===== src/rtl/jtl_pkg.sv =====
// ----------------------------------------------------------------------------
// jtl_pkg: shared types and constants of the JSON token lexer
// Token kinds, error codes, character codes, the result record carried
// through the result queue, and the keyword spelling table.
// ----------------------------------------------------------------------------
package jtl_pkg;

    // width of the line and column counters
    localparam int POS_BITS = 16;

    // result queue depth, power of two, at least 2
    localparam int QUEUE_DEPTH = 4;
    localparam int QPTR_BITS   = $clog2(QUEUE_DEPTH);
    localparam int QCNT_BITS   = $clog2(QUEUE_DEPTH + 1);

    // token kinds
    localparam logic [3:0] KIND_OBJ_OPEN  = 4'd0;
    localparam logic [3:0] KIND_OBJ_CLOSE = 4'd1;
    localparam logic [3:0] KIND_ARR_OPEN  = 4'd2;
    localparam logic [3:0] KIND_ARR_CLOSE = 4'd3;
    localparam logic [3:0] KIND_COLON     = 4'd4;
    localparam logic [3:0] KIND_COMMA     = 4'd5;
    localparam logic [3:0] KIND_TRUE      = 4'd6;
    localparam logic [3:0] KIND_FALSE     = 4'd7;
    localparam logic [3:0] KIND_NULL      = 4'd8;
    localparam logic [3:0] KIND_END       = 4'd9;
    localparam logic [3:0] KIND_STR_START = 4'd10;
    localparam logic [3:0] KIND_STR_CHAR  = 4'd11;
    localparam logic [3:0] KIND_STR_END   = 4'd12;
    localparam logic [3:0] KIND_NUM_CHAR  = 4'd13;
    localparam logic [3:0] KIND_NUM_END   = 4'd14;
    localparam logic [3:0] KIND_ERROR     = 4'd15;

    // error codes
    localparam logic [2:0] ERR_NONE        = 3'd0;
    localparam logic [2:0] ERR_BAD_BYTE    = 3'd1;
    localparam logic [2:0] ERR_UNTERM_STR  = 3'd2;
    localparam logic [2:0] ERR_BAD_NUMBER  = 3'd3;
    localparam logic [2:0] ERR_BAD_LITERAL = 3'd4;

    // keyword selectors
    localparam logic [1:0] LIT_TRUE  = 2'd0;
    localparam logic [1:0] LIT_FALSE = 2'd1;
    localparam logic [1:0] LIT_NULL  = 2'd2;
    localparam logic [1:0] LIT_NONE  = 2'd3;

    // character codes
    localparam logic [7:0] CH_NUL    = 8'h00;
    localparam logic [7:0] CH_TAB    = 8'h09;
    localparam logic [7:0] CH_LF     = 8'h0A;
    localparam logic [7:0] CH_CR     = 8'h0D;
    localparam logic [7:0] CH_SPACE  = 8'h20;
    localparam logic [7:0] CH_QUOTE  = 8'h22;
    localparam logic [7:0] CH_PLUS   = 8'h2B;
    localparam logic [7:0] CH_COMMA  = 8'h2C;
    localparam logic [7:0] CH_MINUS  = 8'h2D;
    localparam logic [7:0] CH_DOT    = 8'h2E;
    localparam logic [7:0] CH_0      = 8'h30;
    localparam logic [7:0] CH_9      = 8'h39;
    localparam logic [7:0] CH_COLON  = 8'h3A;
    localparam logic [7:0] CH_UPPER_E = 8'h45;
    localparam logic [7:0] CH_LBRACK = 8'h5B;
    localparam logic [7:0] CH_BSLASH = 8'h5C;
    localparam logic [7:0] CH_RBRACK = 8'h5D;
    localparam logic [7:0] CH_LOWER_E = 8'h65;
    localparam logic [7:0] CH_LOWER_F = 8'h66;
    localparam logic [7:0] CH_LOWER_N = 8'h6E;
    localparam logic [7:0] CH_LOWER_T = 8'h74;
    localparam logic [7:0] CH_LBRACE = 8'h7B;
    localparam logic [7:0] CH_RBRACE = 8'h7D;

    // token payload without position
    typedef struct packed {
        logic [3:0] kind;
        logic [7:0] ch;
        logic       esc;
        logic [2:0] code;
    } res_t;

    // one full result record
    typedef struct packed {
        res_t                res;
        logic [POS_BITS-1:0] line;
        logic [POS_BITS-1:0] col;
        logic                last;
    } entry_t;

    // results pushed by the front for one byte
    typedef struct packed {
        logic [1:0] cnt;
        entry_t     a;
        entry_t     b;
    } push_t;

    // queue head as seen by the back end
    typedef struct packed {
        logic   valid;
        entry_t head;
    } q_head_t;

    localparam res_t RES_ZERO = '{kind: KIND_OBJ_OPEN, ch: 8'h00, esc: 1'b0,
                                  code: ERR_NONE};

    // keyword length
    function automatic logic [2:0] lit_len(input logic [1:0] k);
        logic [2:0] n;
        unique case (k)
            LIT_TRUE:  n = 3'd4;
            LIT_FALSE: n = 3'd5;
            LIT_NULL:  n = 3'd4;
            default:   n = 3'd0;
        endcase
        return n;
    endfunction

    // keyword spelling table
    function automatic logic [7:0] lit_char(input logic [1:0] k, input logic [2:0] i);
        logic [7:0] c;
        c = CH_NUL;
        unique case (k)
            LIT_TRUE: begin
                unique case (i)
                    3'd0:    c = 8'h74;
                    3'd1:    c = 8'h72;
                    3'd2:    c = 8'h75;
                    3'd3:    c = 8'h65;
                    default: c = CH_NUL;
                endcase
            end
            LIT_FALSE: begin
                unique case (i)
                    3'd0:    c = 8'h66;
                    3'd1:    c = 8'h61;
                    3'd2:    c = 8'h6C;
                    3'd3:    c = 8'h73;
                    3'd4:    c = 8'h65;
                    default: c = CH_NUL;
                endcase
            end
            LIT_NULL: begin
                unique case (i)
                    3'd0:    c = 8'h6E;
                    3'd1:    c = 8'h75;
                    3'd2:    c = 8'h6C;
                    3'd3:    c = 8'h6C;
                    default: c = CH_NUL;
                endcase
            end
            default: c = CH_NUL;
        endcase
        return c;
    endfunction

endpackage


===== src/rtl/json_token_lexer.sv =====
// ----------------------------------------------------------------------------
// json_token_lexer: streaming JSON tokenizer
// Turns JSON text, one byte per transaction, into token transactions.
// ----------------------------------------------------------------------------
// Usage:
//   s_ channel carries one text byte per transaction; a zero byte closes the
//   document and returns the line and column counters to zero.
//   m_ channel carries one token per transaction. A byte yields zero, one or
//   two tokens; m_last_of_run marks the final token of a byte. Two tokens
//   come only when a number ends on a byte that is itself a token.
// Timing:
//   a token passes through the result queue and the output register to m_.
//   One byte per cycle is taken while tokens drain at one per cycle; the
//   single-token output port bounds the rate when bytes yield two tokens.
//   s_ready is high while the four-entry result queue has room for two.
// Reset:
//   aresetn clears lexer state, position counters, the queue and m_valid.
// Stall:
//   while m_ready is low the queue fills; s_ready drops once fewer than two
//   entries are free, so no token is lost.
// ----------------------------------------------------------------------------
module json_token_lexer (
    input  logic                          aclk,
    input  logic                          aresetn,
    input  logic                          s_valid,
    output logic                          s_ready,
    input  logic [7:0]                    s_text_byte,
    output logic                          m_valid,
    input  logic                          m_ready,
    output logic [3:0]                    m_token_kind,
    output logic [7:0]                    m_char_value,
    output logic                          m_escaped,
    output logic [2:0]                    m_error_code,
    output logic [jtl_pkg::POS_BITS-1:0]  m_line_number,
    output logic [jtl_pkg::POS_BITS-1:0]  m_column_number,
    output logic                          m_last_of_run
);

    logic             accept;
    logic             room;
    logic             pop;
    jtl_pkg::push_t   push;
    jtl_pkg::q_head_t head;
    jtl_pkg::entry_t  m_entry;

    assign s_ready = room;
    assign accept  = s_valid && room;

    // byte classification and lexer state
    jtl_front u_front (
        .aclk      (aclk),
        .aresetn   (aresetn),
        .accept    (accept),
        .text_byte (s_text_byte),
        .push      (push)
    );

    // decoupling queue
    jtl_queue u_queue (
        .aclk    (aclk),
        .aresetn (aresetn),
        .push    (push),
        .pop     (pop),
        .room    (room),
        .head    (head)
    );

    // output register
    jtl_back u_back (
        .aclk    (aclk),
        .aresetn (aresetn),
        .head    (head),
        .pop     (pop),
        .m_valid (m_valid),
        .m_ready (m_ready),
        .m_entry (m_entry)
    );

    assign m_token_kind    = m_entry.res.kind;
    assign m_char_value    = m_entry.res.ch;
    assign m_escaped       = m_entry.res.esc;
    assign m_error_code    = m_entry.res.code;
    assign m_line_number   = m_entry.line;
    assign m_column_number = m_entry.col;
    assign m_last_of_run   = m_entry.last;

endmodule


===== src/rtl/jtl_front.sv =====
// ----------------------------------------------------------------------------
// jtl_front: byte classifier and lexer state
// Classifies each accepted byte against the lexer mode, updates mode,
// number and keyword progress and the position counters, and pushes the
// zero, one or two results of the byte into the result queue.
// ----------------------------------------------------------------------------
module jtl_front (
    input  logic                  aclk,
    input  logic                  aresetn,
    input  logic                  accept,
    input  logic [7:0]            text_byte,
    output jtl_pkg::push_t        push
);

    // lexer modes
    localparam logic [2:0] M_IDLE    = 3'd0;
    localparam logic [2:0] M_STRING  = 3'd1;
    localparam logic [2:0] M_ESCAPE  = 3'd2;
    localparam logic [2:0] M_NUMBER  = 3'd3;
    localparam logic [2:0] M_LITERAL = 3'd4;

    typedef struct packed {
        logic [2:0] mode;
        logic [2:0] phase;
        logic       mant;
        logic [1:0] lkind;
        logic [2:0] lidx;
        logic       err;
    } st_t;

    typedef struct packed {
        st_t            s;
        logic           emit;
        jtl_pkg::res_t  r;
    } step_t;

    localparam st_t ST_RESET = '{mode: M_IDLE, phase: 3'd0, mant: 1'b0,
                                 lkind: jtl_pkg::LIT_TRUE, lidx: 3'd0, err: 1'b0};

    st_t                           st_reg, st_next;
    logic [jtl_pkg::POS_BITS-1:0]  line_reg, line_next, line_upd;
    logic [jtl_pkg::POS_BITS-1:0]  col_reg, col_next, col_upd;
    logic [1:0]                    n_res;
    jtl_pkg::res_t                 r0, r1;

    // result with a kind only
    function automatic jtl_pkg::res_t mk(input logic [3:0] kind);
        jtl_pkg::res_t r;
        r = jtl_pkg::RES_ZERO;
        r.kind = kind;
        return r;
    endfunction

    function automatic jtl_pkg::res_t mk_char(input logic [3:0] kind,
                                              input logic [7:0] c, input logic esc);
        jtl_pkg::res_t r;
        r = jtl_pkg::RES_ZERO;
        r.kind = kind;
        r.ch   = c;
        r.esc  = esc;
        return r;
    endfunction

    function automatic jtl_pkg::res_t mk_err(input logic [2:0] code);
        jtl_pkg::res_t r;
        r = jtl_pkg::RES_ZERO;
        r.kind = jtl_pkg::KIND_ERROR;
        r.code = code;
        return r;
    endfunction

    // error: back to idle, latch unless the byte ends the document
    function automatic st_t raise(input st_t s, input logic [2:0] code,
                                  input logic [7:0] c);
        st_t o;
        o = s;
        o.mode = M_IDLE;
        o.err  = (c != jtl_pkg::CH_NUL);
        o.phase = (c != jtl_pkg::CH_NUL) ? code : 3'd0;
        return o;
    endfunction

    function automatic logic is_digit(input logic [7:0] c);
        return (c >= jtl_pkg::CH_0) && (c <= jtl_pkg::CH_9);
    endfunction

    // byte seen between tokens
    function automatic step_t idle_step(input st_t s, input logic [7:0] c);
        step_t o;
        o.s    = s;
        o.emit = 1'b1;
        o.r    = jtl_pkg::RES_ZERO;
        unique case (c) inside
            jtl_pkg::CH_LBRACE: o.r = mk(jtl_pkg::KIND_OBJ_OPEN);
            jtl_pkg::CH_RBRACE: o.r = mk(jtl_pkg::KIND_OBJ_CLOSE);
            jtl_pkg::CH_LBRACK: o.r = mk(jtl_pkg::KIND_ARR_OPEN);
            jtl_pkg::CH_RBRACK: o.r = mk(jtl_pkg::KIND_ARR_CLOSE);
            jtl_pkg::CH_COLON:  o.r = mk(jtl_pkg::KIND_COLON);
            jtl_pkg::CH_COMMA:  o.r = mk(jtl_pkg::KIND_COMMA);
            jtl_pkg::CH_NUL:    o.r = mk(jtl_pkg::KIND_END);
            jtl_pkg::CH_SPACE, jtl_pkg::CH_TAB, jtl_pkg::CH_LF, jtl_pkg::CH_CR: begin
                o.emit = 1'b0;
            end
            jtl_pkg::CH_QUOTE: begin
                o.r = mk(jtl_pkg::KIND_STR_START);
                o.s.mode = M_STRING;
            end
            jtl_pkg::CH_LOWER_T, jtl_pkg::CH_LOWER_F, jtl_pkg::CH_LOWER_N: begin
                o.emit = 1'b0;
                o.s.lkind = (c == jtl_pkg::CH_LOWER_T) ? jtl_pkg::LIT_TRUE :
                            (c == jtl_pkg::CH_LOWER_F) ? jtl_pkg::LIT_FALSE :
                                                         jtl_pkg::LIT_NULL;
                o.s.lidx = 3'd1;
                o.s.mode = M_LITERAL;
            end
            jtl_pkg::CH_MINUS, [jtl_pkg::CH_0:jtl_pkg::CH_9]: begin
                o.r = mk_char(jtl_pkg::KIND_NUM_CHAR, c, 1'b0);
                o.s.mode  = M_NUMBER;
                o.s.phase = (c == jtl_pkg::CH_MINUS) ? 3'd0 : 3'd1;
                o.s.mant  = (c != jtl_pkg::CH_MINUS);
            end
            default: begin
                o.r = mk_err(jtl_pkg::ERR_BAD_BYTE);
                o.s = raise(s, jtl_pkg::ERR_BAD_BYTE, c);
            end
        endcase
        return o;
    endfunction

    // position after counting this byte, saturating
    always_comb begin
        if (text_byte == jtl_pkg::CH_LF || text_byte == jtl_pkg::CH_CR) begin
            line_upd = (&line_reg) ? line_reg : line_reg + 1'b1;
            col_upd  = '0;
        end else begin
            line_upd = line_reg;
            col_upd  = (&col_reg) ? col_reg : col_reg + 1'b1;
        end
    end

    // lexer step
    always_comb begin
        logic       go;
        logic       bad0;
        logic       mset;
        logic [2:0] pn;
        logic [2:0] llen;
        logic [2:0] lidx1;
        st_t        tmp;
        step_t      idl;

        st_next = st_reg;
        n_res   = 2'd0;
        r0      = jtl_pkg::RES_ZERO;
        r1      = jtl_pkg::RES_ZERO;
        go      = 1'b0;
        bad0    = 1'b0;
        mset    = 1'b0;
        pn      = st_reg.phase;
        llen    = jtl_pkg::lit_len(st_reg.lkind);
        lidx1   = st_reg.lidx + 3'd1;
        tmp     = st_reg;
        idl     = '0;

        if (st_reg.err) begin
            n_res = 2'd1;
            if (text_byte == jtl_pkg::CH_NUL) begin
                r0 = mk(jtl_pkg::KIND_END);
                st_next.err   = 1'b0;
                st_next.phase = 3'd0;
                st_next.mode  = M_IDLE;
            end else begin
                r0 = mk_err(st_reg.phase);
            end
        end else begin
            unique case (st_reg.mode)
                M_STRING: begin
                    if (text_byte == jtl_pkg::CH_NUL) begin
                        r0 = mk_err(jtl_pkg::ERR_UNTERM_STR);
                        n_res = 2'd1;
                        st_next = raise(st_reg, jtl_pkg::ERR_UNTERM_STR, text_byte);
                    end else if (text_byte == jtl_pkg::CH_QUOTE) begin
                        r0 = mk(jtl_pkg::KIND_STR_END);
                        n_res = 2'd1;
                        st_next.mode = M_IDLE;
                    end else if (text_byte == jtl_pkg::CH_BSLASH) begin
                        st_next.mode = M_ESCAPE;
                    end else begin
                        r0 = mk_char(jtl_pkg::KIND_STR_CHAR, text_byte, 1'b0);
                        n_res = 2'd1;
                    end
                end
                M_ESCAPE: begin
                    n_res = 2'd1;
                    if (text_byte == jtl_pkg::CH_NUL) begin
                        r0 = mk_err(jtl_pkg::ERR_UNTERM_STR);
                        st_next = raise(st_reg, jtl_pkg::ERR_UNTERM_STR, text_byte);
                    end else begin
                        r0 = mk_char(jtl_pkg::KIND_STR_CHAR, text_byte, 1'b1);
                        st_next.mode = M_STRING;
                    end
                end
                M_NUMBER: begin
                    // which characters continue the number in this phase
                    unique case (st_reg.phase)
                        3'd0: begin
                            if (is_digit(text_byte)) begin
                                go = 1'b1; pn = 3'd1; mset = 1'b1;
                            end else if (text_byte == jtl_pkg::CH_DOT) begin
                                go = 1'b1; pn = 3'd2;
                            end else begin
                                bad0 = 1'b1;
                            end
                        end
                        3'd1: begin
                            if (is_digit(text_byte)) begin
                                go = 1'b1;
                            end else if (text_byte == jtl_pkg::CH_DOT) begin
                                go = 1'b1; pn = 3'd2;
                            end else if (text_byte == jtl_pkg::CH_LOWER_E ||
                                         text_byte == jtl_pkg::CH_UPPER_E) begin
                                go = 1'b1; pn = 3'd3;
                            end
                        end
                        3'd2: begin
                            if (is_digit(text_byte)) begin
                                go = 1'b1; mset = 1'b1;
                            end else if (text_byte == jtl_pkg::CH_LOWER_E ||
                                         text_byte == jtl_pkg::CH_UPPER_E) begin
                                go = 1'b1; pn = 3'd3;
                            end
                        end
                        3'd3: begin
                            if (is_digit(text_byte) || text_byte == jtl_pkg::CH_PLUS ||
                                text_byte == jtl_pkg::CH_MINUS) begin
                                go = 1'b1; pn = 3'd4;
                            end
                        end
                        default: begin
                            if (is_digit(text_byte)) begin
                                go = 1'b1; pn = 3'd4;
                            end
                        end
                    endcase

                    if (go) begin
                        r0 = mk_char(jtl_pkg::KIND_NUM_CHAR, text_byte, 1'b0);
                        n_res = 2'd1;
                        st_next.phase = pn;
                        st_next.mant  = st_reg.mant | mset;
                    end else if (bad0) begin
                        r0 = mk_err(jtl_pkg::ERR_BAD_NUMBER);
                        n_res = 2'd1;
                        st_next = raise(st_reg, jtl_pkg::ERR_BAD_NUMBER, text_byte);
                    end else begin
                        // number ends; with a mantissa digit the byte is lexed again from idle, else a number error
                        tmp.phase = 3'd0;
                        tmp.mode  = M_IDLE;
                        if (!st_reg.mant) begin
                            r0 = mk_err(jtl_pkg::ERR_BAD_NUMBER);
                            n_res = 2'd1;
                            st_next = raise(tmp, jtl_pkg::ERR_BAD_NUMBER, text_byte);
                        end else begin
                            tmp.mant = 1'b0;
                            r0 = mk(jtl_pkg::KIND_NUM_END);
                            idl = idle_step(tmp, text_byte);
                            st_next = idl.s;
                            r1 = idl.r;
                            n_res = idl.emit ? 2'd2 : 2'd1;
                        end
                    end
                end
                M_LITERAL: begin
                    if (st_reg.lkind == jtl_pkg::LIT_NONE || st_reg.lidx >= llen ||
                        text_byte == jtl_pkg::CH_NUL ||
                        text_byte != jtl_pkg::lit_char(st_reg.lkind, st_reg.lidx)) begin
                        r0 = mk_err(jtl_pkg::ERR_BAD_LITERAL);
                        n_res = 2'd1;
                        st_next = raise(st_reg, jtl_pkg::ERR_BAD_LITERAL, text_byte);
                        st_next.lidx = 3'd0;
                    end else if (lidx1 >= llen) begin
                        r0 = mk(jtl_pkg::KIND_TRUE + {2'b00, st_reg.lkind});
                        n_res = 2'd1;
                        st_next.lidx = 3'd0;
                        st_next.mode = M_IDLE;
                    end else begin
                        st_next.lidx = lidx1;
                    end
                end
                default: begin
                    tmp.mode = M_IDLE;
                    idl = idle_step(tmp, text_byte);
                    st_next = idl.s;
                    r0 = idl.r;
                    n_res = idl.emit ? 2'd1 : 2'd0;
                end
            endcase
        end
    end

    // counters restart after the end of a document
    always_comb begin
        if (text_byte == jtl_pkg::CH_NUL) begin
            line_next = '0;
            col_next  = '0;
        end else begin
            line_next = line_upd;
            col_next  = col_upd;
        end
    end

    // results toward the queue
    always_comb begin
        push.cnt    = accept ? n_res : 2'd0;
        push.a.res  = r0;
        push.a.line = line_upd;
        push.a.col  = col_upd;
        push.a.last = (n_res == 2'd1);
        push.b.res  = r1;
        push.b.line = line_upd;
        push.b.col  = col_upd;
        push.b.last = 1'b1;
    end

    // state registers
    always_ff @(posedge aclk) begin
        if (!aresetn) begin
            st_reg   <= ST_RESET;
            line_reg <= '0;
            col_reg  <= '0;
        end else if (accept) begin
            st_reg   <= st_next;
            line_reg <= line_next;
            col_reg  <= col_next;
        end
    end

endmodule


===== src/rtl/jtl_queue.sv =====
// ----------------------------------------------------------------------------
// jtl_queue: result queue between front and back end
// Takes up to two results per cycle and gives one per cycle while the back end
// takes it. Reports room for two more so the front can take a byte without
// looking at the back.
module jtl_queue (
    input  logic              aclk,
    input  logic              aresetn,
    input  jtl_pkg::push_t    push,
    input  logic              pop,
    output logic              room,
    output jtl_pkg::q_head_t  head
);

    jtl_pkg::entry_t                 q_mem_reg [jtl_pkg::QUEUE_DEPTH];
    logic [jtl_pkg::QPTR_BITS-1:0]   wr_ptr_reg, wr_ptr_next;
    logic [jtl_pkg::QPTR_BITS-1:0]   rd_ptr_reg, rd_ptr_next;
    logic [jtl_pkg::QCNT_BITS-1:0]   cnt_reg, cnt_next;
    logic [jtl_pkg::QPTR_BITS-1:0]   wr_ptr_b;

    assign wr_ptr_b = wr_ptr_reg + jtl_pkg::QPTR_BITS'(1);

    // pointer and fill level
    always_comb begin
        wr_ptr_next = wr_ptr_reg + jtl_pkg::QPTR_BITS'(push.cnt);
        rd_ptr_next = rd_ptr_reg + jtl_pkg::QPTR_BITS'(pop);
        cnt_next    = cnt_reg + jtl_pkg::QCNT_BITS'(push.cnt) -
                      jtl_pkg::QCNT_BITS'(pop);
    end

    assign room       = (cnt_reg <= jtl_pkg::QCNT_BITS'(jtl_pkg::QUEUE_DEPTH - 2));
    assign head.valid = (cnt_reg != '0);
    assign head.head  = q_mem_reg[rd_ptr_reg];

    // control
    always_ff @(posedge aclk) begin
        if (!aresetn) begin
            wr_ptr_reg <= '0;
            rd_ptr_reg <= '0;
            cnt_reg    <= '0;
        end else begin
            wr_ptr_reg <= wr_ptr_next;
            rd_ptr_reg <= rd_ptr_next;
            cnt_reg    <= cnt_next;
        end
    end

    // storage
    always_ff @(posedge aclk) begin
        if (push.cnt != 2'd0) begin
            q_mem_reg[wr_ptr_reg] <= push.a;
        end
        if (push.cnt == 2'd2) begin
            q_mem_reg[wr_ptr_b] <= push.b;
        end
    end

endmodule


===== src/rtl/jtl_back.sv =====
// ----------------------------------------------------------------------------
// jtl_back: result output stage
// Moves the queue head into the output register whenever that register is
// empty or its transaction completes, and drives the result channel.
// ----------------------------------------------------------------------------
module jtl_back (
    input  logic              aclk,
    input  logic              aresetn,
    input  jtl_pkg::q_head_t  head,
    output logic              pop,
    output logic              m_valid,
    input  logic              m_ready,
    output jtl_pkg::entry_t   m_entry
);

    logic            m_valid_reg, m_valid_next;
    jtl_pkg::entry_t out_reg;

    // load when the register is free or being emptied
    assign pop = head.valid && (!m_valid_reg || m_ready);

    always_comb begin
        if (pop) begin
            m_valid_next = 1'b1;
        end else if (m_ready) begin
            m_valid_next = 1'b0;
        end else begin
            m_valid_next = m_valid_reg;
        end
    end

    always_ff @(posedge aclk) begin
        if (!aresetn) begin
            m_valid_reg <= 1'b0;
        end else begin
            m_valid_reg <= m_valid_next;
        end
    end

    // payload
    always_ff @(posedge aclk) begin
        if (pop) begin
            out_reg <= head.head;
        end
    end

    assign m_valid = m_valid_reg;
    assign m_entry = out_reg;

endmodule


===== config.mk =====
export PLATFORM = sky130hd
export DESIGN_NAME = json_token_lexer
export DESIGN_NICKNAME = d
export VERILOG_FILES = /design/src/rtl/jtl_pkg.sv /design/src/rtl/json_token_lexer.sv /design/src/rtl/jtl_front.sv /design/src/rtl/jtl_queue.sv /design/src/rtl/jtl_back.sv
export SDC_FILE = /design/constraint.sdc
export NUM_CORES = 1
export LEC_CHECK = 0
export BUFFER_PORTS_ARGS = -buffer_cell sky130_fd_sc_hd__buf_4
export CAP_MARGIN = 40
export CORE_MARGIN = 3
export CORE_UTILIZATION = 60
export DETAILED_ROUTE_END_ITERATION = 12
export GPL_TIMING_DRIVEN = 0
export PLACE_DENSITY = 0.81
export SLEW_MARGIN = 15
export SYNTH_ARGS = -nofsm -noshare
export SYNTH_HDL_FRONTEND = slang
export SYNTH_SLANG_ARGS = --single-unit

===== constraint.sdc =====
create_clock -name aclk -period 7 [get_ports aclk]
set_input_delay 1.4 -clock aclk [delete_from_list [all_inputs] [get_ports aclk]]
set_output_delay 1.4 -clock aclk [all_outputs]
set_load 0.02 [all_outputs]

==> results.txt <==
----------------------------------------------------
[STA]
  Worst rel slew slack ... 0.336
  Final Hold Fails ... 0
  Pins Over Slew Limit ... 0
  Hold WS ... 470 ps
  Fin worst setup slack ... roughly 1700 ps
  Unrepaired setup endpoints after global routing ... false
  Post-route clock period utilization ... 0.764
  Number of endpoints failing setup at the final stage ... 0
  Max Fclk ... 187 MHz
  Shortest period the worst path allows ... 5340 ps
  Slew at the pin closest to its max-slew limit ... 983 ps
  Worst clock skew ... 28.4 ps
  Setup TNS after final layout ... 0 ps

[Power]
  Areal power density over the cells ... 331 nW/um^2
  Total power of the final layout ... 5.54 mW
  Peak ir drop on the vdd network ... 0.000202 V
  Leakage ... ~5.6 nW

[Critical path]
  Crit path arrival time ... 5590 ps
  Worst reg2reg startpoint ... u_front.st_reg[4]$_SDFFE_PN0P_
  Worst-path maximum fanout ... 24
  Required time worst endpoint ... 7250 ps
  Worst setup path startpoint ... s_text_byte[1]
  Endpoint kind of the worst setup timing path ... flip-flop
  Worst Setup Start Kind ... input pin
  Class of the most critical setup path ... in -> reg

[Final layout]
  Most common cell after layout, fill and taps aside ... sky130_fd_sc_hd__edfxtp_1
  Nets ... 1399
  Design Area, Final ... about 17000 sq um
  Synthesis-to-layout area growth ... 13.7%
  Number of antenna repair diodes ... 0
  Layout filler cell count ... roughly 1700
  Util after Layout ... 0.703
  Flip-flop count of the largest register after layout ... 196
  Most frequent cells in the layout ... sky130_fd_sc_hd__edfxtp_1 (229), sky130_fd_sc_hd__nor2_1 (122), sky130_fd_sc_hd__a21oi_1 (107)
  Share of cells above drive strength 1 ... 0.164
  Final standard cell count with taps included and fillers excluded ... 1713

[Synthesis]
  Number of warning messages in the yosys log ... 0
  Syn_area_per_cell ... 11.6 sq um
  Net count after synthesis ... ~1300
  Number of distinct library cells after synthesis ... 91
  Biggest area contributors in the synthesized netlist ... sky130_fd_sc_hd__edfxtp_1 (47%), sky130_fd_sc_hd__dfxtp_1 (9.4%), sky130_fd_sc_hd__mux4_2 (7.5%)
  Share of the yosys chip area belonging to registers ... 0.561
  Area share of the leading cell type in the synthesized netlist ... 0.467
  Total of flip-flops plus latches after synthesis ... 298
  Number of instances in the synthesized netlist ... 1266
  Ys flop type ... sky130_fd_sc_hd__edfxtp_1
  Number of flops mapped to enable cells by yosys ... 229
  Largest area contributor in the synthesized netlist ... sky130_fd_sc_hd__edfxtp_1
  Synth async-reset ratio ... 0
  Syn Std Cell Area ... between 10000 and 15000 sq um

[Global route]
  Global-route met1 utilization ... 0.426
  Met3 Resource Use GR ... 0.0486
  Busiest grt layer ... met2
  Pin count of the biggest net entering global routing ... 46
  Met2 Track Usage GR ... 0.485
  First-pass GRT wire length ... 62.4 mm
  Overall Global Routing Usage ... 0.303
  Vias in the first global route ... 11100
  Antenna violations before repair ... 0
  Aggregate global routing overflow ... 0

[Route]
  DR vias/cell ... 6.60
  Antenna Violating Nets Remaining ... 0
  Remaining DRCs ... 0
  Via Count ... ~11000
  Average detailed-routed wire length per instance ... 23.4 microns
  Length of the first detailed-routing pass in iterations ... 6
  Starting DRT DRC Count ... 1449
  DRT Wirelength ... 40.1 mm

[Floorplanning]
  Standard cell core area ... 23800 sq um
  IO Count ... 63
  Standard-cell row count ... 56
  Full die area ... 26500 sq um
  Die Y ... 163 microns
  Die X-Extent ... 163 microns
  Effective utilization at floorplan ... 0.618

[Clock network]
  Latest clock arrival within the worst-skew pair ... 570 ps
  Inserted Clock Buffers ... 30
  Sink Count ... roughly 300
  Max Buffers Root-to-Sink ... 3
  Number of buffers inserted for hold repair after clock tree synthesis ... 0
  Number of instances resized during post-cts repair ... 0
  Post-CTS Repair Setup Buffers ... 0
  Deepest level of the CTS H-tree ... 1
  Clock input transition at the sequential cells of the worst setup and hold paths ... roughly 60 ps
  Clk root buf ... sky130_fd_sc_hd__clkbuf_16
  TritonCTS clock tree ... yes

[Hold path]
  HP Start ... u_queue.q_mem_reg[2][36]$_SDFFE_PP0P_
  Tightest Hold Check Type ... reg -> reg

[Job]
  Max-cap violations ... 0

[Place]
  Number of port buffers ... 60
  Number of placed instances, taps included ... approximately 1700
  DP HPWL ... 27.4 mm
  Placed standard-cell area ... 15800 sq um
  Worst Setup Slack post-DPL ... 1310 ps
  Global placement routability congestion ... ~1

[Status]
  Run status ... completed

----------------------------------------------------
[path summary, 6_finish.rpt]
| kind | endpoint | slack [ps] | depth (start not counted) |
|---|---|---|---|
| worst max register to register | u_queue.q_mem_reg[1][39]$_DFFE_PP_ | 1830 | 13 |
| worst min-delay path | u_queue.q_mem_reg[2][36]$_SDFFE_PP0P_ | 470 | 2 |
| worst max-delay path | u_queue.q_mem_reg[3][45]$_DFFE_PP_ | 1660 | 12 |
| worst min register to register | u_queue.q_mem_reg[2][36]$_SDFFE_PP0P_ | 470 | 2 |
[report_power, final]
| group | switching (mW) | internal, mW | leakage, nW |
|---|---|---|---|
| Clock | 0.680 | 0.903 | 0.472 |
| Combinational | 0.934 | 0.623 | 2.41 |
| Sequential | 0.102 | 2.30 | 2.68 |
| Total | 1.72 | 3.83 | 5.56 |
[critical path: stages]
cell                       delay, ps
sky130_fd_sc_hd__buf_4            80
sky130_fd_sc_hd__buf_4           160
sky130_fd_sc_hd__buf_4           200
sky130_fd_sc_hd__nor3b_1          70
sky130_fd_sc_hd__o211ai_1        650
sky130_fd_sc_hd__o311ai_1        450
sky130_fd_sc_hd__nor4_1          850
sky130_fd_sc_hd__nand2_1         190
sky130_fd_sc_hd__a21boi_2        250
sky130_fd_sc_hd__clkbuf_1        380
sky130_fd_sc_hd__inv_2           610
sky130_fd_sc_hd__buf_12          280
[Yosys cell counts, types with 6 or more instances]
library cell               count
sky130_fd_sc_hd__a211oi_1      8
sky130_fd_sc_hd__clkbuf_1     56
sky130_fd_sc_hd__o21ai_0      65
sky130_fd_sc_hd__or3_1        12
sky130_fd_sc_hd__mux4_2       49
sky130_fd_sc_hd__edfxtp_1    229
sky130_fd_sc_hd__a21boi_0      6
sky130_fd_sc_hd__xnor2_1      17
sky130_fd_sc_hd__nor2_1      122
sky130_fd_sc_hd__o21a_1        6
sky130_fd_sc_hd__nor2b_1       6
sky130_fd_sc_hd__o22ai_1      15
sky130_fd_sc_hd__nand2_1     107
sky130_fd_sc_hd__and3_1        9
sky130_fd_sc_hd__nor4_1       10
sky130_fd_sc_hd__o211ai_1     10
sky130_fd_sc_hd__xor2_1       17
sky130_fd_sc_hd__or2_2         7
sky130_fd_sc_hd__buf_2        13
sky130_fd_sc_hd__dfxtp_1      69
sky130_fd_sc_hd__nor3_1       28
sky130_fd_sc_hd__ha_1         16
sky130_fd_sc_hd__mux2i_1      16
sky130_fd_sc_hd__nand4_1      12
sky130_fd_sc_hd__a21oi_1     108
sky130_fd_sc_hd__nand2b_1      9
sky130_fd_sc_hd__inv_1        26
sky130_fd_sc_hd__buf_1         9
sky130_fd_sc_hd__and2_1       43
sky130_fd_sc_hd__a31oi_1       9
sky130_fd_sc_hd__nand3_1      33
[layout make-up]
| type | instances | area (sq um) | share of cell area |
|---|---|---|---|
| sequential | 298 | 8260 | 0.493 |
| multi-input combinational | 855 | 6000 | 0.358 |
| clock buffer | 43 | 830 | 0.0495 |
| timing repair buffer | 72 | 626 | 0.0374 |
| tap | 319 | 399 | 0.0238 |
| buffer | 87 | 392 | 0.0234 |
| clock inverter | 13 | 140 | 0.00837 |
| inverter | 26 | 97.6 | 0.00583 |
[cells by family (layout without fill, tap and decap cells)]
group / Yosys count / in the layout / synth area share
flip-flops: 298 / 298 / 0.561
XOR/XNOR: 34 / 34 / 0.0202
multiplexers: 69 / 69 / 0.0889
AND/OR/NAND/NOR: 437 / 437 / 0.151
AO/OA/AOI/OAI: 297 / 297 / 0.130
buffers and inverters: 113 / 241 / 0.0332
adder cells (fa/ha/maj): 18 / 18 / 0.0156
[layer usage]
layer	wire, microns	vias up
li1	-	4993
met1	16000	5498
met2	18900	700
met3	3800	109
met4	1450	0
met5	0	-
(Power assumes the default switching activity.)
